### config.mk
export PLATFORM = sky130hd
export DESIGN_NAME = max_heap_priority_queue
export DESIGN_NICKNAME = d
export VERILOG_FILES = /design/src/hw/rtl/mhpq_pkg.sv /design/src/hw/rtl/mhpq_cell.sv /design/src/hw/rtl/max_heap_priority_queue.sv
export VERILOG_INCLUDE_DIRS = /design/src /design/src/hw/rtl
export SDC_FILE = /design/constraint.sdc
export NUM_CORES = 2
export LEC_CHECK = 0
export ABC_AREA = 0
export BUFFER_PORTS_ARGS = -buffer_cell sky130_fd_sc_hd__buf_2
export CAP_MARGIN = 30
export CELL_PAD_IN_SITES_DETAIL_PLACEMENT = 1
export CELL_PAD_IN_SITES_GLOBAL_PLACEMENT = 1
export CORE_MARGIN = 1
export CORE_UTILIZATION = 51
export CTS_CLUSTER_DIAMETER = 150
export DETAILED_ROUTE_END_ITERATION = 6
export PLACE_DENSITY = 0.86
export SYNTH_ARGS = -nofsm -noshare
export SYNTH_HDL_FRONTEND = slang
export SYNTH_SLANG_ARGS = --single-unit
### constraint.sdc
create_clock -name clk -period 6.1 [get_ports clk]
set_input_delay 0.305 -clock clk [delete_from_list [all_inputs] [get_ports clk]]
set_output_delay 0.305 -clock clk [all_outputs]
set_load 0.05 [all_outputs]
### src/hw/rtl/assert_macros.svh
// Assertion macros used by the RTL of the max-heap priority queue.
`ifndef ASSERT_MACROS_SVH
`define ASSERT_MACROS_SVH
`ifndef NO_ASSERTIONS
// Property must hold at every clock edge out of reset.
`define MHPQ_ASSERT(label, prop) \
    label: assert property (@(posedge clk) disable iff (!rst_n) (prop)) \
        else $error("assertion failed");
// Condition must never be seen at a clock edge out of reset.
`define MHPQ_NEVER(label, cond) \
    label: assert property (@(posedge clk) disable iff (!rst_n) !(cond)) \
        else $error("forbidden condition seen");
`else
`define MHPQ_ASSERT(label, prop)
`define MHPQ_NEVER(label, cond)
`endif
`endif

### src/hw/rtl/mhpq_pkg.sv
// Types and constants of the max-heap priority queue.
package mhpq_pkg;

    localparam int CAPACITY = 16;
    localparam int CNT_W    = $clog2(CAPACITY + 1);
    localparam int DATA_W   = 32;
    localparam int COUNT_W  = 5;

    typedef logic signed [DATA_W-1:0] data_t;
    typedef logic [CNT_W-1:0]         cnt_t;

    typedef enum logic
    {
        ACT_INSERT  = 1'b0,
        ACT_EXTRACT = 1'b1
    } action_t;

    typedef enum logic [1:0]
    {
        ST_OK        = 2'd0,
        ST_OVERFLOW  = 2'd1,
        ST_UNDERFLOW = 2'd2
    } status_t;

    // What one cell shows to its neighbours.
    typedef struct packed
    {
        logic  top;    // stands for +infinity above the first cell
        logic  valid;
        data_t data;
    } nbr_t;

    // Command broadcast to every cell of the row.
    typedef struct packed
    {
        logic  ins;
        logic  ext;
        data_t value;
    } cmd_t;

endpackage

### src/hw/rtl/mhpq_cell.sv
// One cell of the sorted row: holds one entry, shifts down on insert, up on extract.
module mhpq_cell
(
    input  logic          clk,
    input  logic          rst_n,
    input  mhpq_pkg::cmd_t cmd,
    input  mhpq_pkg::nbr_t prev,
    input  mhpq_pkg::nbr_t next,
    output mhpq_pkg::nbr_t own
);
    import mhpq_pkg::*;

    logic  valid_reg;
    logic  valid_next;
    data_t data_reg;
    data_t data_next;
    logic  keep;
    logic  prev_ge;

    always_comb
    begin
        keep    = valid_reg && ($signed(data_reg) >= $signed(cmd.value));
        prev_ge = prev.top || (prev.valid && ($signed(prev.data) >= $signed(cmd.value)));
        valid_next = valid_reg;
        data_next  = data_reg;
        if (cmd.ins)
        begin
            if (!keep)
            begin
                if (prev_ge)
                begin
                    // new value lands here, everything below moves one down
                    valid_next = 1'b1;
                    data_next  = cmd.value;
                end
                else
                begin
                    valid_next = prev.valid;
                    data_next  = prev.data;
                end
            end
        end
        else if (cmd.ext)
        begin
            valid_next = next.valid;
            data_next  = next.data;
        end
    end

    always_ff @(posedge clk or negedge rst_n)
    begin
        if (!rst_n)
        begin
            valid_reg <= 1'b0;
        end
        else
        begin
            valid_reg <= valid_next;
        end
    end

    always_ff @(posedge clk)
    begin
        data_reg <= data_next;
    end

    assign own.top   = 1'b0;
    assign own.valid = valid_reg;
    assign own.data  = data_reg;

endmodule

### src/hw/rtl/max_heap_priority_queue.sv
// Bounded max-priority queue built as a row of sorted, self-shifting cells.
//
// Each item is either an insert of a signed value or a request for the
// largest stored value, and each gives exactly one result item: the value
// (0 for inserts, -1 when the queue is empty), a status and the entry
// count after the operation. Entries sit in a row of CAPACITY cells kept
// in descending order; an insert is placed by every cell comparing its own
// entry and its upper neighbour against the new value in parallel, and an
// extract takes the first cell while the row shifts up by one. Each
// operation updates the cells at the edge that accepts it, and the
// result appears in the cycle after acceptance. The single result register
// sets the rate: one item per cycle while results are taken as they come.
// No clearing pass after reset is needed.
module max_heap_priority_queue
(
    input  logic                         clk,
    input  logic                         rst_n,
    input  logic                         in_valid,
    output logic                         in_ready,
    input  logic                         action,
    input  mhpq_pkg::data_t              value,
    output logic                         out_valid,
    input  logic                         out_ready,
    output mhpq_pkg::data_t              value_out,
    output logic [1:0]                   status,
    output logic [mhpq_pkg::COUNT_W-1:0] count
);
    import mhpq_pkg::*;

    `include "assert_macros.svh"

    nbr_t         cell_q [CAPACITY];
    cmd_t         cmd;
    logic [CAPACITY-1:0] vld;

    cnt_t         entry_count_reg;
    cnt_t         entry_count_next;
    logic         out_valid_reg;
    logic         out_valid_next;
    data_t        value_out_reg;
    data_t        value_out_next;
    status_t      status_reg;
    status_t      status_next;
    logic [COUNT_W-1:0] count_reg;
    logic [COUNT_W-1:0] count_next;

    logic         in_fire;
    logic         full;
    logic         empty;

    assign in_ready = !out_valid_reg || out_ready;
    assign in_fire  = in_valid && in_ready;
    assign full     = (entry_count_reg == cnt_t'(CAPACITY));
    assign empty    = (entry_count_reg == '0);

    assign cmd.ins   = in_fire && (action == ACT_INSERT) && !full;
    assign cmd.ext   = in_fire && (action == ACT_EXTRACT) && !empty;
    assign cmd.value = value;

    for (genvar i = 0; i < CAPACITY; i++)
    begin : g_cell
        nbr_t prev_n;
        nbr_t next_n;

        if (i == 0)
        begin : g_first
            assign prev_n = '{top: 1'b1, valid: 1'b1, data: '0};
        end
        else
        begin : g_inner
            assign prev_n = cell_q[i-1];
        end

        if (i == CAPACITY - 1)
        begin : g_last
            assign next_n = '{top: 1'b0, valid: 1'b0, data: '0};
        end
        else
        begin : g_mid
            assign next_n = cell_q[i+1];
        end

        mhpq_cell u_cell
        (
            .clk   (clk),
            .rst_n (rst_n),
            .cmd   (cmd),
            .prev  (prev_n),
            .next  (next_n),
            .own   (cell_q[i])
        );

        assign vld[i] = cell_q[i].valid;
    end

    always_comb
    begin
        entry_count_next = entry_count_reg;
        out_valid_next   = out_valid_reg;
        value_out_next   = value_out_reg;
        status_next      = status_reg;
        count_next       = count_reg;
        if (out_valid_reg && out_ready)
        begin
            out_valid_next = 1'b0;
        end
        if (in_fire)
        begin
            out_valid_next = 1'b1;
            value_out_next = '0;
            status_next    = ST_OK;
            if (cmd.ins)
            begin
                entry_count_next = entry_count_reg + cnt_t'(1);
            end
            else if (cmd.ext)
            begin
                entry_count_next = entry_count_reg - cnt_t'(1);
                value_out_next   = cell_q[0].data;
            end
            else if (action == ACT_INSERT)
            begin
                status_next = ST_OVERFLOW;
            end
            else
            begin
                status_next    = ST_UNDERFLOW;
                value_out_next = -32'sd1;
            end
            count_next = COUNT_W'(entry_count_next);
        end
    end

    always_ff @(posedge clk or negedge rst_n)
    begin
        if (!rst_n)
        begin
            entry_count_reg <= '0;
            out_valid_reg   <= 1'b0;
        end
        else
        begin
            entry_count_reg <= entry_count_next;
            out_valid_reg   <= out_valid_next;
        end
    end

    always_ff @(posedge clk)
    begin
        value_out_reg <= value_out_next;
        status_reg    <= status_next;
        count_reg     <= count_next;
    end

    assign out_valid = out_valid_reg;
    assign value_out = value_out_reg;
    assign status    = status_reg;
    assign count     = count_reg;

    // occupied cells form an unbroken run from the first cell
    `MHPQ_ASSERT(a_vld_contiguous, ((vld + CAPACITY'(1)) & vld) == '0)
    `MHPQ_ASSERT(a_count_match, $countones(vld) == 32'(entry_count_reg))
    `MHPQ_ASSERT(a_top_ordered,
        !vld[1] || ($signed(cell_q[0].data) >= $signed(cell_q[1].data)))
    `MHPQ_ASSERT(a_underflow,
        (in_fire && (action == ACT_EXTRACT) && empty) |=> (status_reg == ST_UNDERFLOW))

endmodule
==> flow_metrics.env <==
export IMPL_fmax_ghz=0.2219
export IMPL_num_io_pins=78
export IMPL_cts_tree="built"
export IMPL_vias=37370
export IMPL_drive_gt1_frac=0.07681
export IMPL_fp_dieW_um=281.0
export IMPL_irDropWorstVdd_uv=246.9
export IMPL_clockBufferDepth=3
export IMPL_stdcell_count=5110
export IMPL_antenna_found_initial=17
export IMPL_area_growth_pct=10.56
export IMPL_cp_num_buf_inv=1
export IMPL_cts_clk_slew_worst_paths_ps=60
export IMPL_drc_errors=0
export IMPL_numClockSinks=573
export IMPL_cts_made_buffers=69
export IMPL_hold_viol_final=0
export IMPL_rows=101
export IMPL_min_period_ps=4506
export IMPL_viasPerCell=7.313
export IMPL_rsz0062_at_grt="no"
export IMPL_postCtsResizedCells=0
export IMPL_dpl_hpwl_um=121400
export IMPL_grt_usage=0.4317
export IMPL_synth_warnings=0
export IMPL_ys_flop_type="edfxtp_1"
export IMPL_yosysUniqueCellTypes=63
export IMPL_die_area_um2=78940
export IMPL_design_area_um2=43880
export IMPL_cap_violations=0
export IMPL_port_buffers=77
export IMPL_globalRouteOverflowTotal=0
export IMPL_synth_edf_count=551
export IMPL_num_nets_final=4575
export IMPL_powerDensity_nw_per_um2=359.1
export IMPL_drtPass1Iterations=6
export IMPL_slowest_delay_ps=800
export IMPL_slowest_stage="nor3_1"
export IMPL_synthArstFlopShare=0.03839
export IMPL_total_leakage_power_nw=17.61
export IMPL_post_dp_cell_area_um2=41630
export IMPL_worstSkewPairLatency_ps=650
export IMPL_routabilityCongestion=1.015
export IMPL_syn_cell_area_um2=39690
export IMPL_ant_nets=0
export IMPL_slew_headroom=0.1843
export IMPL_crit_family="simple AND/OR/NAND/NOR gates"
export IMPL_grt_max_degree=176
export IMPL_largest_reg_flops=512
export IMPL_finalPower_w=0.01576
export IMPL_ys_ff_latch=573
export IMPL_fin_tns_setup_ps=0
export IMPL_finClkSkew_ps=34.56
export IMPL_htreeDepth=3
export IMPL_die_h_um=281.0
export IMPL_syn_nets=4556
export IMPL_start_kind="flop"
export IMPL_hp_class="in2reg"
export IMPL_critical_path_cell_chain="ha_1 -> nand4_1 -> nor3_1 -> o311ai_0 -> and3_1 -> nor2_4 -> buf_4 -> mux2i_1 -> a21oi_1"
export IMPL_syn_inst=4005
export IMPL_setup_viol=0
export IMPL_grt_pass1_vias=36660
export IMPL_end_kind="flop"
export IMPL_grt_pass1_wl_um=248600
export IMPL_path_class="reg2reg"
export IMPL_cp_max_fo=14
export IMPL_wire_per_inst_um=33.66
export IMPL_place_inst=4978
export IMPL_drt_iter0_drc=5620
export IMPL_fp_coreArea_um2=76450
export IMPL_cp_required_ps=6460
export IMPL_routed_wl_um=172000
export IMPL_syn_mean_instance_area_um2=9.909
export IMPL_slew_viol_final=0
export IMPL_period_share=0.7387
export IMPL_worstPathArrival_ps=4870
export IMPL_status="finished, final reports clean"
export IMPL_yosysSeqAreaShare=0.4308
export IMPL_worst_pin_slew_ps=1212
export IMPL_start_util=0.5191
export IMPL_cts_root_buf="clkbuf_16"
Yosys cell counts, types with 68 or more instances:
cell | number | area [um^2]
nand2_1 | 617 | 2316
edfxtp_1 | 551 | 16550
ha_1 | 514 | 6431
nor2_1 | 459 | 1723
a21oi_1 | 356 | 1782
a221o_1 | 174 | 1742
mux2i_1 | 155 | 1551
clkbuf_1 | 150 | 563.0
nand4_1 | 104 | 650.6
nand3_1 | 101 | 505.5
o21ai_0 | 92 | 460.4
o211ai_1 | 83 | 623.1
inv_1 | 81 | 304.0
a41oi_1 | 68 | 595.6
worst min-delay path, stage by stage:
cell	delay [ps]
buf_2	160
mux2i_1	90
a21oi_1	130
layer usage:
| metal | vias up | track usage | routed length [um] |
|---|---|---|---|
| met4 | 18 | 0.2296 | 10710 |
| met3 | 667 | 0.1289 | 24950 |
| li1 | 15360 | - | - |
| met5 | - | 0 | 117 |
| met1 | 18400 | 0.5708 | 64110 |
| met2 | 2922 | 0.6336 | 72090 |
cells in the final DEF, fill, tap and decap left out, drive strengths merged, types with 28 or more instances in the layout:
cell type,Yosys,final
nand2,617,617
edfxtp,551,551
ha,514,514
nor2,464,464
a21oi,356,356
a221o,174,174
buf,79,171
mux2i,155,155
nand4,104,104
nand3,101,101
o21ai,100,100
clkbuf,150,86
o211ai,84,84
inv,81,84
a41oi,68,68
a22oi,67,67
a21o,64,64
o21a,28,28
clkinv,0,28
path summary, 6_finish.rpt:
check	from	to	slack [ps]	cells after the start
setup / recovery	g_cell[4].u_cell.data_reg[15]	g_cell[5].u_cell.data_reg[4]	1590	9
min in group asynchronous	rst_n	entry_count_reg[2]	280	2
hold reg to reg	entry_count_reg[3]	entry_count_reg[3]	560	1
max in group asynchronous	rst_n	g_cell[14].u_cell.valid_reg	5370	2
hold / removal	value[9]	g_cell[14].u_cell.data_reg[9]	160	3
setup reg to reg	g_cell[4].u_cell.data_reg[15]	g_cell[5].u_cell.data_reg[4]	1590	9
power breakdown:
part / switching, W / total [W] / internal (W) / leakage, nW
clock network: 0.00184 / 0.00419 / 0.00235 / 1.07
registers: 0.000842 / 0.00609 / 0.00525 / 5.47
logic: 0.00372 / 0.00547 / 0.00175 / 11.1
total: 0.00640 / 0.0158 / 0.00935 / 17.6
kinds of logic after synthesis:
logic type / after synthesis / share of synthesized area
buffers and inverters: 310 / 0.03184
and+or+nand+nor: 1409 / 0.1527
DFF: 573 / 0.4308
adders and majority gates: 514 / 0.1621
xor gates and xnor gates: 6 / 0.001324
AOI/OAI and AO/OA: 1038 / 0.1822
muxes: 155 / 0.03909
area by class of cell:
class	instances	area, um^2
diodes	5	12.51
clock buffers	85	1827
clock inverters	37	361.6
fillers	8401	32580
inverters	81	304.0
multi-input cells	3122	21610
flip-flops and latches	573	17100
well taps	1030	1289
repair buffers	177	1378
per-stage QoR:
step           hold WS [ps]    util  worst slack, ps
6_report              161.6  0.5739             1594
5_1_grt               187.3  0.5738             1484
4_1_cts               142.8  0.5737             1773
3_5_place_dp          350.4  0.5445             1372
3_3_place_gp          341.6  0.5428            960.5
2_1_floorplan         9.409       -            117.4
repair_timing:
| item | 4_1_cts | 5_1_grt |
|---|---|---|
| hold endpoints to repair | 24 | 0 |
| hold buffers | 4 | 0 |
| buffers inserted | 0 | 0 |
No activity file was read; power rests on OpenSTA's default activity.
